--- src/rtl/bthrs_pkg.sv ---
package bthrs_pkg;

    localparam int CFG_W  = 16;
    localparam int NOW_W  = 32;
    localparam int APB_AW = 4;
    localparam int APB_DW = 32;
    localparam int REG_LSB = 2;

    // register indexes
    localparam logic [1:0] REG_TAP_LIMIT    = 2'd0;
    localparam logic [1:0] REG_ARM_FULL     = 2'd1;
    localparam logic [1:0] REG_SOLID_HOLD   = 2'd2;
    localparam logic [1:0] REG_CONFIRM_DARK = 2'd3;

    localparam logic [CFG_W-1:0] TAP_LIMIT_RST    = 16'd1000;
    localparam logic [CFG_W-1:0] ARM_FULL_RST     = 16'd5000;
    localparam logic [CFG_W-1:0] SOLID_HOLD_RST   = 16'd500;
    localparam logic [CFG_W-1:0] CONFIRM_DARK_RST = 16'd2000;

    // LED override actions
    localparam logic [1:0] ACT_NONE  = 2'd0;
    localparam logic [1:0] ACT_SET   = 2'd1;
    localparam logic [1:0] ACT_CLEAR = 2'd2;

    // blink period: 600 - ceil(520 * d / span)
    localparam int PER_W      = 10;
    localparam int PERIOD_MAX = 600;
    localparam int DROP_HI_SH = 9;   // 520 = 512 + 8
    localparam int DROP_LO_SH = 3;
    localparam int DIV_STEPS  = 10;  // quotient never exceeds 520
    localparam int NUM_W      = 26;

    // confirm flashes
    localparam int FLASH_HALF   = 100;
    localparam int FLASH_PERIOD = 200;
    localparam int FLASH_COUNT  = 5;
    localparam int FLASH_TOTAL  = FLASH_PERIOD * FLASH_COUNT;
    localparam int FT_W         = $clog2(FLASH_TOTAL);

    typedef struct packed {
        logic [CFG_W-1:0] tap_limit_ms;
        logic [CFG_W-1:0] arm_full_ms;
        logic [CFG_W-1:0] solid_hold_ms;
        logic [CFG_W-1:0] confirm_dark_ms;
    } t_cfg;

    typedef struct packed {
        logic             start;
        logic [CFG_W-1:0] d;
        logic [CFG_W-1:0] span;
    } t_div_req;

    typedef struct packed {
        logic             done;
        logic [PER_W-1:0] q;
    } t_div_rsp;

endpackage

--- src/rtl/bthrs_if.sv ---
interface bthrs_in_if;
    logic                       valid;
    logic                       ready;
    logic [bthrs_pkg::NOW_W-1:0] now_ms;
    logic                       pressed;

    modport source (output valid, output now_ms, output pressed, input ready);
    modport sink (input valid, input now_ms, input pressed, output ready);
endinterface

interface bthrs_out_if;
    logic       valid;
    logic       ready;
    logic [1:0] led_action;
    logic       led_on;
    logic       tap_event;
    logic       reset_event;

    modport source (output valid, output led_action, output led_on, output tap_event,
                    output reset_event, input ready);
    modport sink (input valid, input led_action, input led_on, input tap_event,
                  input reset_event, output ready);
endinterface

--- src/rtl/bthrs_cfg.sv ---
module bthrs_cfg (
    input  logic                          i_clk,
    input  logic                          i_rst_n,
    input  logic                          i_psel,
    input  logic                          i_penable,
    input  logic                          i_pwrite,
    input  logic [bthrs_pkg::APB_AW-1:0]  i_paddr,
    input  logic [bthrs_pkg::APB_DW-1:0]  i_pwdata,
    output logic [bthrs_pkg::APB_DW-1:0]  o_prdata,
    output logic                          o_pready,
    output bthrs_pkg::t_cfg               o_cfg
);
    import bthrs_pkg::*;

    t_cfg       r_cfg;
    logic [1:0] reg_idx;
    logic       wr_en;

    assign reg_idx  = i_paddr[APB_AW-1:REG_LSB];
    assign wr_en    = i_psel & i_penable & i_pwrite;
    assign o_pready = 1'b1;
    assign o_cfg    = r_cfg;

    always_ff @(posedge i_clk) begin
        if (!i_rst_n) begin
            r_cfg.tap_limit_ms    <= TAP_LIMIT_RST;
            r_cfg.arm_full_ms     <= ARM_FULL_RST;
            r_cfg.solid_hold_ms   <= SOLID_HOLD_RST;
            r_cfg.confirm_dark_ms <= CONFIRM_DARK_RST;
        end else if (wr_en) begin
            case (reg_idx)
                REG_TAP_LIMIT:    r_cfg.tap_limit_ms    <= i_pwdata[CFG_W-1:0];
                REG_ARM_FULL:     r_cfg.arm_full_ms     <= i_pwdata[CFG_W-1:0];
                REG_SOLID_HOLD:   r_cfg.solid_hold_ms   <= i_pwdata[CFG_W-1:0];
                REG_CONFIRM_DARK: r_cfg.confirm_dark_ms <= i_pwdata[CFG_W-1:0];
                default: begin
                end
            endcase
        end
    end

    always_comb begin
        case (reg_idx)
            REG_TAP_LIMIT:    o_prdata = APB_DW'(r_cfg.tap_limit_ms);
            REG_ARM_FULL:     o_prdata = APB_DW'(r_cfg.arm_full_ms);
            REG_SOLID_HOLD:   o_prdata = APB_DW'(r_cfg.solid_hold_ms);
            REG_CONFIRM_DARK: o_prdata = APB_DW'(r_cfg.confirm_dark_ms);
            default:          o_prdata = '0;
        endcase
    end

endmodule

--- src/rtl/bthrs_div.sv ---
module bthrs_div (
    input  logic                i_clk,
    input  logic                i_rst_n,
    input  bthrs_pkg::t_div_req i_req,
    output bthrs_pkg::t_div_rsp o_rsp
);
    import bthrs_pkg::*;

    localparam int CNT_W = $clog2(DIV_STEPS);

    logic             r_busy;
    logic             r_done;
    logic [CNT_W-1:0] r_cnt;
    logic [NUM_W-1:0] r_rem;
    logic [NUM_W-1:0] r_div;
    logic [PER_W-1:0] r_q;
    logic [NUM_W-1:0] num;
    logic [NUM_W:0]   trial;
    logic             take;

    // ceil(520*d/span) as floor((520*d + span - 1) / span)
    assign num = (NUM_W'(i_req.d) << DROP_HI_SH) + (NUM_W'(i_req.d) << DROP_LO_SH)
               + NUM_W'(i_req.span) - NUM_W'(1);

    assign trial = {1'b0, r_rem} - {1'b0, r_div};
    assign take  = ~trial[NUM_W];

    assign o_rsp.done = r_done;
    assign o_rsp.q    = r_q;

    always_ff @(posedge i_clk) begin
        if (!i_rst_n) begin
            r_busy <= 1'b0;
            r_done <= 1'b0;
            r_cnt  <= '0;
        end else begin
            r_done <= 1'b0;
            if (i_req.start) begin
                r_busy <= 1'b1;
                r_cnt  <= CNT_W'(DIV_STEPS - 1);
            end else if (r_busy) begin
                if (r_cnt == '0) begin
                    r_busy <= 1'b0;
                    r_done <= 1'b1;
                end else begin
                    r_cnt <= r_cnt - CNT_W'(1);
                end
            end
        end
    end

    // restoring division, one quotient bit per cycle, MSB first
    always_ff @(posedge i_clk) begin
        if (i_req.start) begin
            r_rem <= num;
            r_div <= NUM_W'(i_req.span) << (DIV_STEPS - 1);
            r_q   <= '0;
        end else if (r_busy) begin
            if (take) begin
                r_rem <= trial[NUM_W-1:0];
            end
            r_div <= r_div >> 1;
            r_q   <= {r_q[PER_W-2:0], take};
        end
    end

endmodule

--- src/rtl/button_tap_and_hold_reset_sequencer_core.sv ---
// Button tap-and-hold reset sequencer.
// Input channel i_in: one transfer per millisecond tick carrying now_ms (wrapping
// time) and the button level. Output channel o_out: exactly one result per tick
// (LED override action and level, tap event, reset event). Registers sit on an
// APB port: tap limit at 0x0, arm full at 0x4, solid hold at 0x8, confirm dark
// at 0xC; write them only while no tick is in flight.
// Path of a tick: S_ELAPSE, S_DECIDE, then S_OUT loads the output register;
// the confirm flash part adds S_FLASH, and an arming tick that keeps the blink
// going adds S_BLINK and S_BCMP. Arming ticks past the tap limit and below the
// full hold also run the blink period divider (start, 10 quotient steps, done).
// A new tick is taken only once the previous one has reached the output
// register.
// Reset (synchronous, active low) returns to idle with the start times zero and the
// registers at their defaults, output empty.
// If the receiver stalls, the result is held in the output register; one more
// tick can be taken and worked, then the block waits until the output drains.
module button_tap_and_hold_reset_sequencer_core #(
    parameter int TIME_BITS = 32
) (
    input  logic                         i_clk,
    input  logic                         i_rst_n,
    bthrs_in_if.sink                     i_in,
    bthrs_out_if.source                  o_out,
    input  logic                         psel,
    input  logic                         penable,
    input  logic                         pwrite,
    input  logic [bthrs_pkg::APB_AW-1:0] paddr,
    input  logic [bthrs_pkg::APB_DW-1:0] pwdata,
    output logic [bthrs_pkg::APB_DW-1:0] prdata,
    output logic                         pready
);
    import bthrs_pkg::*;

    localparam int TW = TIME_BITS;

    typedef enum logic [2:0] {
        PH_IDLE      = 3'd0,
        PH_PRESSING  = 3'd1,
        PH_ARMING    = 3'd2,
        PH_COMMITTED = 3'd3,
        PH_CONFIRM   = 3'd4
    } t_phase;

    typedef enum logic [2:0] {
        S_IDLE,
        S_ELAPSE,
        S_DECIDE,
        S_DIV,
        S_BLINK,
        S_BCMP,
        S_FLASH,
        S_OUT
    } t_state;

    function automatic logic flash_level(input logic [FT_W-1:0] ft);
        logic lvl;
        lvl = 1'b1;
        for (int k = 1; k < 2 * FLASH_COUNT; k++) begin
            if (ft >= FT_W'(k * FLASH_HALF)) begin
                lvl = ~lvl;
            end
        end
        return lvl;
    endfunction

    t_cfg     cfg;
    t_div_req div_req;
    t_div_rsp div_rsp;

    t_state           r_state, n_state;
    t_phase           r_phase, n_phase;
    logic [TW-1:0]    r_press_start, n_press_start;
    logic [TW-1:0]    r_blink_start, n_blink_start;
    logic [TW-1:0]    r_phase_start, n_phase_start;
    logic             r_blink_level, n_blink_level;
    logic [TW-1:0]    r_now, n_now;
    logic             r_pressed, n_pressed;
    logic [TW-1:0]    r_el, n_el;
    logic [PER_W-1:0] r_period, n_period;
    logic [1:0]       r_act, n_act;
    logic             r_lvl, n_lvl;
    logic             r_tap, n_tap;
    logic             r_rst, n_rst;
    logic             r_out_valid, n_out_valid;
    logic [1:0]       r_out_act, n_out_act;
    logic             r_out_lvl, n_out_lvl;
    logic             r_out_tap, n_out_tap;
    logic             r_out_rst, n_out_rst;

    logic [TW-1:0] sub_a, sub_b, sub_y, cmp_b;
    logic [TW:0]   sub_full;
    logic          sub_borrow, cmp_ge;
    logic          in_fire;

    bthrs_cfg u_cfg (
        .i_clk     (i_clk),
        .i_rst_n   (i_rst_n),
        .i_psel    (psel),
        .i_penable (penable),
        .i_pwrite  (pwrite),
        .i_paddr   (paddr),
        .i_pwdata  (pwdata),
        .o_prdata  (prdata),
        .o_pready  (pready),
        .o_cfg     (cfg)
    );

    bthrs_div u_div (
        .i_clk   (i_clk),
        .i_rst_n (i_rst_n),
        .i_req   (div_req),
        .o_rsp   (div_rsp)
    );

    assign i_in.ready        = (r_state == S_IDLE);
    assign in_fire           = i_in.valid & i_in.ready;
    assign o_out.valid       = r_out_valid;
    assign o_out.led_action  = r_out_act;
    assign o_out.led_on      = r_out_lvl;
    assign o_out.tap_event   = r_out_tap;
    assign o_out.reset_event = r_out_rst;

    // shared subtractor: elapsed times, excess over thresholds
    always_comb begin
        case (r_state)
            S_ELAPSE: begin
                sub_a = r_now;
                sub_b = (r_phase == PH_PRESSING || r_phase == PH_ARMING) ? r_press_start
                                                                          : r_phase_start;
            end
            S_DECIDE: begin
                sub_a = r_el;
                sub_b = (r_phase == PH_CONFIRM) ? TW'(cfg.confirm_dark_ms)
                                                : TW'(cfg.tap_limit_ms);
            end
            S_BLINK: begin
                sub_a = r_now;
                sub_b = r_blink_start;
            end
            default: begin
                sub_a = r_now;
                sub_b = r_blink_start;
            end
        endcase
    end

    assign sub_full   = {1'b0, sub_a} - {1'b0, sub_b};
    assign sub_y      = sub_full[TW-1:0];
    assign sub_borrow = sub_full[TW];

    // shared comparator: r_el against the threshold of the current step
    always_comb begin
        case (r_state)
            S_DECIDE: begin
                case (r_phase)
                    PH_PRESSING:  cmp_b = TW'(cfg.tap_limit_ms);
                    PH_ARMING:    cmp_b = TW'(cfg.arm_full_ms);
                    PH_COMMITTED: cmp_b = TW'(cfg.solid_hold_ms);
                    PH_CONFIRM:   cmp_b = TW'(cfg.confirm_dark_ms);
                    default:      cmp_b = TW'(cfg.tap_limit_ms);
                endcase
            end
            S_BCMP:  cmp_b = TW'(r_period);
            S_FLASH: cmp_b = TW'(FLASH_TOTAL);
            default: cmp_b = TW'(FLASH_TOTAL);
        endcase
    end

    assign cmp_ge = (r_el >= cmp_b);

    always_comb begin
        n_state       = r_state;
        n_phase       = r_phase;
        n_press_start = r_press_start;
        n_blink_start = r_blink_start;
        n_phase_start = r_phase_start;
        n_blink_level = r_blink_level;
        n_now         = r_now;
        n_pressed     = r_pressed;
        n_el          = r_el;
        n_period      = r_period;
        n_act         = r_act;
        n_lvl         = r_lvl;
        n_tap         = r_tap;
        n_rst         = r_rst;
        n_out_valid   = r_out_valid & ~o_out.ready;
        n_out_act     = r_out_act;
        n_out_lvl     = r_out_lvl;
        n_out_tap     = r_out_tap;
        n_out_rst     = r_out_rst;
        div_req.start = 1'b0;
        div_req.d     = sub_y[CFG_W-1:0];
        div_req.span  = cfg.arm_full_ms - cfg.tap_limit_ms;

        case (r_state)
            S_IDLE: begin
                if (in_fire) begin
                    n_now     = TW'(i_in.now_ms);
                    n_pressed = i_in.pressed;
                    n_act     = ACT_NONE;
                    n_lvl     = 1'b0;
                    n_tap     = 1'b0;
                    n_rst     = 1'b0;
                    n_state   = S_ELAPSE;
                end
            end
            S_ELAPSE: begin
                n_el    = sub_y;
                n_state = S_DECIDE;
            end
            S_DECIDE: begin
                n_state = S_OUT;
                case (r_phase)
                    PH_PRESSING: begin
                        if (!r_pressed) begin
                            n_tap   = ~cmp_ge;
                            n_phase = PH_IDLE;
                        end else if (cmp_ge) begin
                            n_phase       = PH_ARMING;
                            n_blink_start = r_now;
                            n_blink_level = 1'b0;
                        end
                    end
                    PH_ARMING: begin
                        if (!r_pressed) begin
                            n_act   = ACT_CLEAR;
                            n_phase = PH_IDLE;
                        end else if (cmp_ge) begin
                            n_phase       = PH_COMMITTED;
                            n_phase_start = r_now;
                            n_act         = ACT_SET;
                            n_lvl         = 1'b1;
                        end else if (!sub_borrow && sub_y != '0) begin
                            // hold past the tap limit: period needs the divider
                            div_req.start = 1'b1;
                            n_state       = S_DIV;
                        end else begin
                            n_period = PER_W'(PERIOD_MAX);
                            n_state  = S_BLINK;
                        end
                    end
                    PH_COMMITTED: begin
                        if (cmp_ge) begin
                            n_phase       = PH_CONFIRM;
                            n_phase_start = r_now;
                            n_act         = ACT_SET;
                            n_lvl         = 1'b0;
                        end
                    end
                    PH_CONFIRM: begin
                        n_act = ACT_SET;
                        n_lvl = 1'b0;
                        if (cmp_ge) begin
                            n_el    = sub_y;
                            n_state = S_FLASH;
                        end
                    end
                    default: begin
                        n_phase = PH_IDLE;
                        if (r_pressed) begin
                            n_phase       = PH_PRESSING;
                            n_press_start = r_now;
                        end
                    end
                endcase
            end
            S_DIV: begin
                if (div_rsp.done) begin
                    n_period = PER_W'(PERIOD_MAX) - div_rsp.q;
                    n_state  = S_BLINK;
                end
            end
            S_BLINK: begin
                n_el    = sub_y;
                n_state = S_BCMP;
            end
            S_BCMP: begin
                n_act = ACT_SET;
                n_lvl = r_blink_level;
                if (cmp_ge) begin
                    n_blink_level = ~r_blink_level;
                    n_blink_start = r_now;
                    n_lvl         = ~r_blink_level;
                end
                n_state = S_OUT;
            end
            S_FLASH: begin
                if (cmp_ge) begin
                    n_act   = ACT_CLEAR;
                    n_lvl   = 1'b0;
                    n_phase = PH_IDLE;
                    n_rst   = 1'b1;
                end else begin
                    n_lvl = flash_level(r_el[FT_W-1:0]);
                end
                n_state = S_OUT;
            end
            S_OUT: begin
                if (!r_out_valid || o_out.ready) begin
                    n_out_valid = 1'b1;
                    n_out_act   = r_act;
                    n_out_lvl   = (r_act == ACT_SET) ? r_lvl : 1'b0;
                    n_out_tap   = r_tap;
                    n_out_rst   = r_rst;
                    n_state     = S_IDLE;
                end
            end
            default: begin
                n_state = S_IDLE;
            end
        endcase
    end

    always_ff @(posedge i_clk) begin
        if (!i_rst_n) begin
            r_state       <= S_IDLE;
            r_phase       <= PH_IDLE;
            r_press_start <= '0;
            r_blink_start <= '0;
            r_phase_start <= '0;
            r_blink_level <= 1'b0;
            r_out_valid   <= 1'b0;
        end else begin
            r_state       <= n_state;
            r_phase       <= n_phase;
            r_press_start <= n_press_start;
            r_blink_start <= n_blink_start;
            r_phase_start <= n_phase_start;
            r_blink_level <= n_blink_level;
            r_out_valid   <= n_out_valid;
        end
    end

    always_ff @(posedge i_clk) begin
        r_now     <= n_now;
        r_pressed <= n_pressed;
        r_el      <= n_el;
        r_period  <= n_period;
        r_act     <= n_act;
        r_lvl     <= n_lvl;
        r_tap     <= n_tap;
        r_rst     <= n_rst;
        r_out_act <= n_out_act;
        r_out_lvl <= n_out_lvl;
        r_out_tap <= n_out_tap;
        r_out_rst <= n_out_rst;
    end

endmodule

--- src/flat_wrapper.sv ---
// flat-port wrapper written by rule: the top's interface ports become plain ports
module button_tap_and_hold_reset_sequencer_core_flat import bthrs_pkg::*;
#(
    parameter int TIME_BITS = 32
)
  (i_clk, i_rst_n, psel, penable, pwrite, paddr, pwdata, prdata, pready, i_in_valid, i_in_now_ms, i_in_pressed, i_in_ready, o_out_valid, o_out_led_action, o_out_led_on, o_out_tap_event, o_out_reset_event, o_out_ready);
  bthrs_in_if i_in_i ();
  bthrs_out_if o_out_i ();
  input  logic i_clk;
  input  logic i_rst_n;
  input  logic psel;
  input  logic penable;
  input  logic pwrite;
  input  logic [bthrs_pkg::APB_AW-1:0] paddr;
  input  logic [bthrs_pkg::APB_DW-1:0] pwdata;
  output logic [bthrs_pkg::APB_DW-1:0] prdata;
  output logic pready;
  input wire logic [$bits(i_in_i.valid)-1:0] i_in_valid;
  input wire logic [$bits(i_in_i.now_ms)-1:0] i_in_now_ms;
  input wire logic [$bits(i_in_i.pressed)-1:0] i_in_pressed;
  output wire logic [$bits(i_in_i.ready)-1:0] i_in_ready;
  output wire logic [$bits(o_out_i.valid)-1:0] o_out_valid;
  output wire logic [$bits(o_out_i.led_action)-1:0] o_out_led_action;
  output wire logic [$bits(o_out_i.led_on)-1:0] o_out_led_on;
  output wire logic [$bits(o_out_i.tap_event)-1:0] o_out_tap_event;
  output wire logic [$bits(o_out_i.reset_event)-1:0] o_out_reset_event;
  input wire logic [$bits(o_out_i.ready)-1:0] o_out_ready;
  assign i_in_i.valid = i_in_valid;
  assign i_in_i.now_ms = i_in_now_ms;
  assign i_in_i.pressed = i_in_pressed;
  assign i_in_ready = i_in_i.ready;
  assign o_out_valid = o_out_i.valid;
  assign o_out_led_action = o_out_i.led_action;
  assign o_out_led_on = o_out_i.led_on;
  assign o_out_tap_event = o_out_i.tap_event;
  assign o_out_reset_event = o_out_i.reset_event;
  assign o_out_i.ready = o_out_ready;
  button_tap_and_hold_reset_sequencer_core #(.TIME_BITS(TIME_BITS)) u_core (.i_clk(i_clk), .i_rst_n(i_rst_n), .i_in(i_in_i), .o_out(o_out_i), .psel(psel), .penable(penable), .pwrite(pwrite), .paddr(paddr), .pwdata(pwdata), .prdata(prdata), .pready(pready));
endmodule
--- config.mk ---
export PLATFORM = sky130hd
export DESIGN_NAME = button_tap_and_hold_reset_sequencer_core_flat
export DESIGN_NICKNAME = d
export VERILOG_FILES = /design/src/rtl/bthrs_pkg.sv /design/src/rtl/bthrs_if.sv /design/src/rtl/bthrs_cfg.sv /design/src/rtl/bthrs_div.sv /design/src/rtl/button_tap_and_hold_reset_sequencer_core.sv /design/src/flat_wrapper.sv
export SDC_FILE = /design/constraint.sdc
export NUM_CORES = 1
export LEC_CHECK = 0
export BUFFER_PORTS_ARGS = -buffer_cell sky130_fd_sc_hd__buf_2
export CORE_UTILIZATION = 30
export CTS_BUF_LIST = sky130_fd_sc_hd__clkbuf_8
export DETAILED_ROUTE_END_ITERATION = 12
export GPL_ROUTABILITY_DRIVEN = 0
export SKIP_CTS_REPAIR_TIMING = 1
export SKIP_LAST_GASP = 1
export SYNTH_ARGS = -nofsm -noshare
export SYNTH_HDL_FRONTEND = slang
export SYNTH_SLANG_ARGS = --single-unit
--- constraint.sdc ---
create_clock -name i_clk -period 21.5 [get_ports i_clk]
set_clock_uncertainty 0.2 [all_clocks]
set_input_delay 1.075 -clock i_clk [delete_from_list [all_inputs] [get_ports i_clk]]
set_output_delay 1.075 -clock i_clk [all_outputs]
set_load 0.005 [all_outputs]
Word level (Yosys, flattened, before mapping). Index checks and enable logic that the tools add are counted.

Mux-type cells: 106. Reduce and logical (&&, ||, !) cells: 44. Order comparisons: 10. Bitwise operators: 20. Add/sub/neg operators: 8. Eq/ne operators: 37.

Operators by type and width (number): 32-bit two-way mux (9); 32-bit case mux with 2 select lines (4); 32-bit case mux with 4 select lines (1); 26-bit two-way mux (3); 10-bit two-way mux (5); 25-bit two-way mux (2); 1-bit two-way mux (48); 16-bit case mux with 3 select lines (1); 10-bit greater-or-equal comparator, second input constant (4); 3-bit two-way mux (12); 32-bit by 32-bit subtractor with 33-bit output (1); 32-bit by 16-bit greater-or-equal comparator with 1-bit output (1); 16-bit case mux with 2 select lines (1); 32-bit nonzero test (1); 10-bit by 9-bit greater-or-equal comparator with 1-bit output, second input constant (3); 26-bit by 25-bit subtractor with 27-bit output (1); 25-bit by 19-bit adder with 26-bit output (1); 26-bit by 16-bit adder with 26-bit output (1); 26-bit by 1-bit subtractor with 26-bit output, second input constant (1); 3-bit case mux with 7 select lines (1); 2-bit by 1-bit inequality test with 1-bit output, second input constant (10); 10-bit case mux with 2 select lines (1); 2-bit AND reduction (9); 3-bit AND reduction (6); other kinds (39) (98).

Register bits: 320. Output and inout port bits: 40. Logic and storage cells: 256. Bits of input ports: 76.

Depth between registers and ports, before layout.
Depth after elaboration: 38. Mapped depth: 31. Gate-level depth less buffers: 28.

Modules after synthesis. From an unflattened synthesis, not the netlist that was laid out.

Cells, all modules: 2363. Area total of the unflattened synthesis: 20783.7 µm².

Modules (own cells, without submodules): button_tap_and_hold_reset_sequencer_core (area each 12006.5 µm², instances 1, sequential area each 4634.4 µm², cells an instance 1413); bthrs_div (area each 5823.1 µm², instances 1, sequential area each 1761.7 µm², cells an instance 663); bthrs_cfg (area each 2954.1 µm², instances 1, sequential area each 1281.2 µm², cells an instance 287).

Worst setup path after synthesis. OpenSTA, ideal clock, no wires.

Path type: register -> register. Start: register u_core.r_phase[2]. End: register u_core.u_div.r_rem[0] (enable). Clock period less this slack: 6.982 ns. Arrival: 6.196 ns. Path buffers: 3. Data required time: 20.714 ns. Setup slack: 14.518 ns. Stages on the path, launching flop included: 28. Setup time: 0.586 ns. Path through: dfxtp_1 -> clkbuf_1 -> nor2b_1 -> nand2b_1 -> clkbuf_1 -> nand2_1 -> a21oi_1 -> a211oi_1 -> ha_1 -> nor2b_1 -> o31ai_1 -> a21oi_1 -> o21a_1 -> a21o_1 -> a21o_1 -> a21o_1 -> xor2_1 -> inv_1 -> ha_1 -> nand4_1 -> or4_1 -> or4_1 -> nor4_1 -> and4_1 -> nand4_2 -> nand4_2 -> buf_2 -> o21ai_0.

RTL lines: start, declared (line button_tap_and_hold_reset_sequencer_core.sv:71) `t_phase r_phase, n_phase;`; start signal, assigned (line button_tap_and_hold_reset_sequencer_core.sv:325) `r_phase <= n_phase;`; end signal, assigned (line bthrs_div.sv:55) `r_rem <= num;`; end signal, assigned (line bthrs_div.sv:60) `r_rem <= trial[NUM_W-1:0];`; end, declared (line bthrs_div.sv:14) `logic [NUM_W-1:0] r_rem;`.

==> qor.txt <==
I/O Pins - 116
Worst Path Required - 21.70 ns
Fin cells - 3289
Reg area - 7677 um2
WP data arrival - 8.80 ns
Setup_tns - 0 ns
Met2 Wirelength - 25600 um
Clk slew on worst S/H paths - 0.07 ns
Top area cells in the synthesized netlist - dfxtp_1 (19%), edfxtp_1 (19%), ha_1 (9.1%), nand2_1 (8.6%), mux2i_1 (5.7%)
Wire per inst - 16.63 um
Synth async-reset ratio - 0
Min Tclk post-route - 8.605 ns
DIE HEIGHT - 263.3 um
Fraction of the yosys area taken by sequential cells - 0.3748
Synthesized area per cell - 8.765 um2
# rows - 95
RSZ-0062 raised after global routing - false
Hold Fails Final Rpt - 0
Final setup vio count - 0
Worst skew pair latency - 0.66 ns
Least-Margin Pin Slew - 1.143 ns
Pin count of the biggest net entering global routing - 114
Port Buf Inserts - 80
Die area - 69330 um2
CTS Buf Count - 55
First-pass GRT wire length - 87720 um
Synth area leader - dfxtp_1
Synthesized flop and latch total - 320
Clock sink total - 320
CTS tree - built
Die width - 263.3 um
Total grt overflow - 0
Synth cell count leaders - nand2_1 (468), dfxtp_1 (193), a21oi_1 (170)
DRC violations left - 0
Crit-path max FO - 64
Gr usage total - 0.1566
Initial Util - 0.3039
Hold Crit Class - flip-flop to flip-flop
Via density - 4.972
Drt total wl - 54700 um
Status - completed
EDFF count, synth - 127
Layout net count - 2609
Post-Syn Area - 20480 um2
Top Layer Used - met4
Share of cells above drive strength 1 - 0.09896
P&R area growth vs syn - 10.66%
Post-synth top flop - dfxtp_1
HPWL reported at the end of detailed placement - 38940 um
Max_slew headroom - 0.2382
Met3 wire length - 2037 um
Met1 WL - 25210 um
Yosys warns - 0
First-iteration detailed-routing DRC count - 933
Share of the synthesized area in the top cell type - 0.1886
Clock Tree Buf Depth - 3
Initial antenna violation count - 1
Category of the most critical setup path - flip-flop to flip-flop
Max-cap violations - 0
CP Launch Type - flip-flop
Via count - 16352
Worst setup EP type - flip-flop
F_max - 116.2 MHz
Placed insts - 3189
Slew Limit Fails - 0
Post-Synthesis Cells - 2337
H-tree depth - 2
Top-count cell post-synth - nand2_1
Area of the core - 67400 um2
Synth unique cells - 77
Area of the multi-input gates - 11810 um2
Root Buffer - clkbuf_8
First-pass DRT Iterations - 6
Vias in the first global route - 15983
Final ANT Viol Nets - 0
Final period util - 0.4002
Fill cells - 6950
[critical path: stages, from the launching register on]
cell	delay, ns
dfxtp_1	0.63
nor2b_1	0.42
nand2b_1	0.71
nand2_1	0.25
a21oi_1	0.16
a211oi_1	0.41
ha_1	0.30
nor2b_1	0.14
o31ai_1	0.31
a21oi_1	0.14
o21a_1	0.34
a21o_1	0.28
a21o_1	0.19
a21o_1	0.18
xor2_1	0.18
inv_1	0.11
ha_1	0.24
nand4_1	0.13
or4_1	0.46
or4_1	0.46
nor4_1	0.20
and4_1	0.25
nand4_2	0.26
nand4_4	0.27
buf_4	0.70
mux2_2	0.41
[cell families after synthesis]
| group | count (synthesis) | share of synthesized area |
|---|---|---|
| AO/OA/AOI/OAI | 536 | 0.1678 |
| AND/OR/NAND/NOR | 820 | 0.1825 |
| flip-flops | 320 | 0.3748 |
| multiplexers | 146 | 0.08191 |
| adder cells (fa/ha/maj) | 160 | 0.1018 |
| buffers and inverters | 268 | 0.05448 |
| XOR/XNOR | 85 | 0.03634 |
| other | 2 | 0.0003666 |
[per-layer routing]
metal / vias up / GRT usage
li1: 8236 / -
met1: 7651 / 0.2022
met2: 366 / 0.2647
met3: 99 / 0.02011
met4: 0 / 0.06101
met5: - / 0
[final timing paths]
path                       endpoint  slack, ns  depth (start not counted)         startpoint
max          u_core.u_div.r_rem[15]      12.90                         25  u_core.r_phase[2]
min reg2reg  u_core.o_out.tap_event       0.23                          0       u_core.r_tap
min          u_core.o_out.tap_event       0.23                          0       u_core.r_tap
max reg2reg  u_core.u_div.r_rem[15]      12.90                         25  u_core.r_phase[2]
[layout make-up]
class / instances / area share
antenna: 1 / 0.0001104
clock buffer: 63 / 0.03825
clock inverter: 36 / 0.008224
inverter: 135 / 0.02235
multi-input combinational: 1764 / 0.5208
sequential: 320 / 0.3387
tap: 873 / 0.04818
timing repair buffer: 97 / 0.02340
[placed cells by master (no fill, tap or decap), drive strengths merged, types with 6 or more instances in the layout]
master / count
conb: 17
ha: 149
o22a: 7
clkinv: 17
nand4: 11
inv: 153
and3: 18
mux4: 16
a31oi: 15
edfxtp: 127
xor2: 32
xnor2: 53
nor3: 35
o21bai: 13
clkbuf: 63
nand2b: 26
a21oi: 172
o21ai: 103
o211ai: 15
a31o: 6
or2: 6
a211oi: 24
and2: 30
a21boi: 78
o31ai: 8
a21o: 31
dfxtp: 193
nor2b: 81
buf: 97
nand2: 468
o221a: 6
nand3: 43
or3: 7
o21a: 13
mux2: 13
fa: 11
nor2: 72
nor4: 6
mux2i: 117
[flip-flops by register name (all words and copies together), names as in the netlist, 2 cells and up]
register and count:
u_core.r_state 3, u_core.r_el 32, u_core.r_now 32, u_core.u_div.r_q 10, u_core.u_div.r_cnt 4, u_core.r_press_start 32
u_core.u_cfg.o_cfg 64, u_core.r_phase_start 32, u_core.o_out.led_action 2, u_core.r_phase 3, u_core.r_period 10, u_core.r_act 2
u_core.u_div.r_rem 26, u_core.r_blink_start 32, u_core.u_div.r_div 25
[stage by stage]
step	cell area, um2	util	setup slack, ns	hold slack, ns
after detailed placement	21610	0.3207	12.92	0.2099
final	22670	0.3364	12.90	0.2275
after global placement	21610	0.3207	12.93	0.2039
after CTS	22670	0.3363	12.89	0.2290
after global routing	22670	0.3364	12.36	0.2267
after floorplan	20540	-	14.52	0.2003
Power is not shown: default switching activity piles up to over one toggle a cycle in this logic, so the estimate is an artifact.
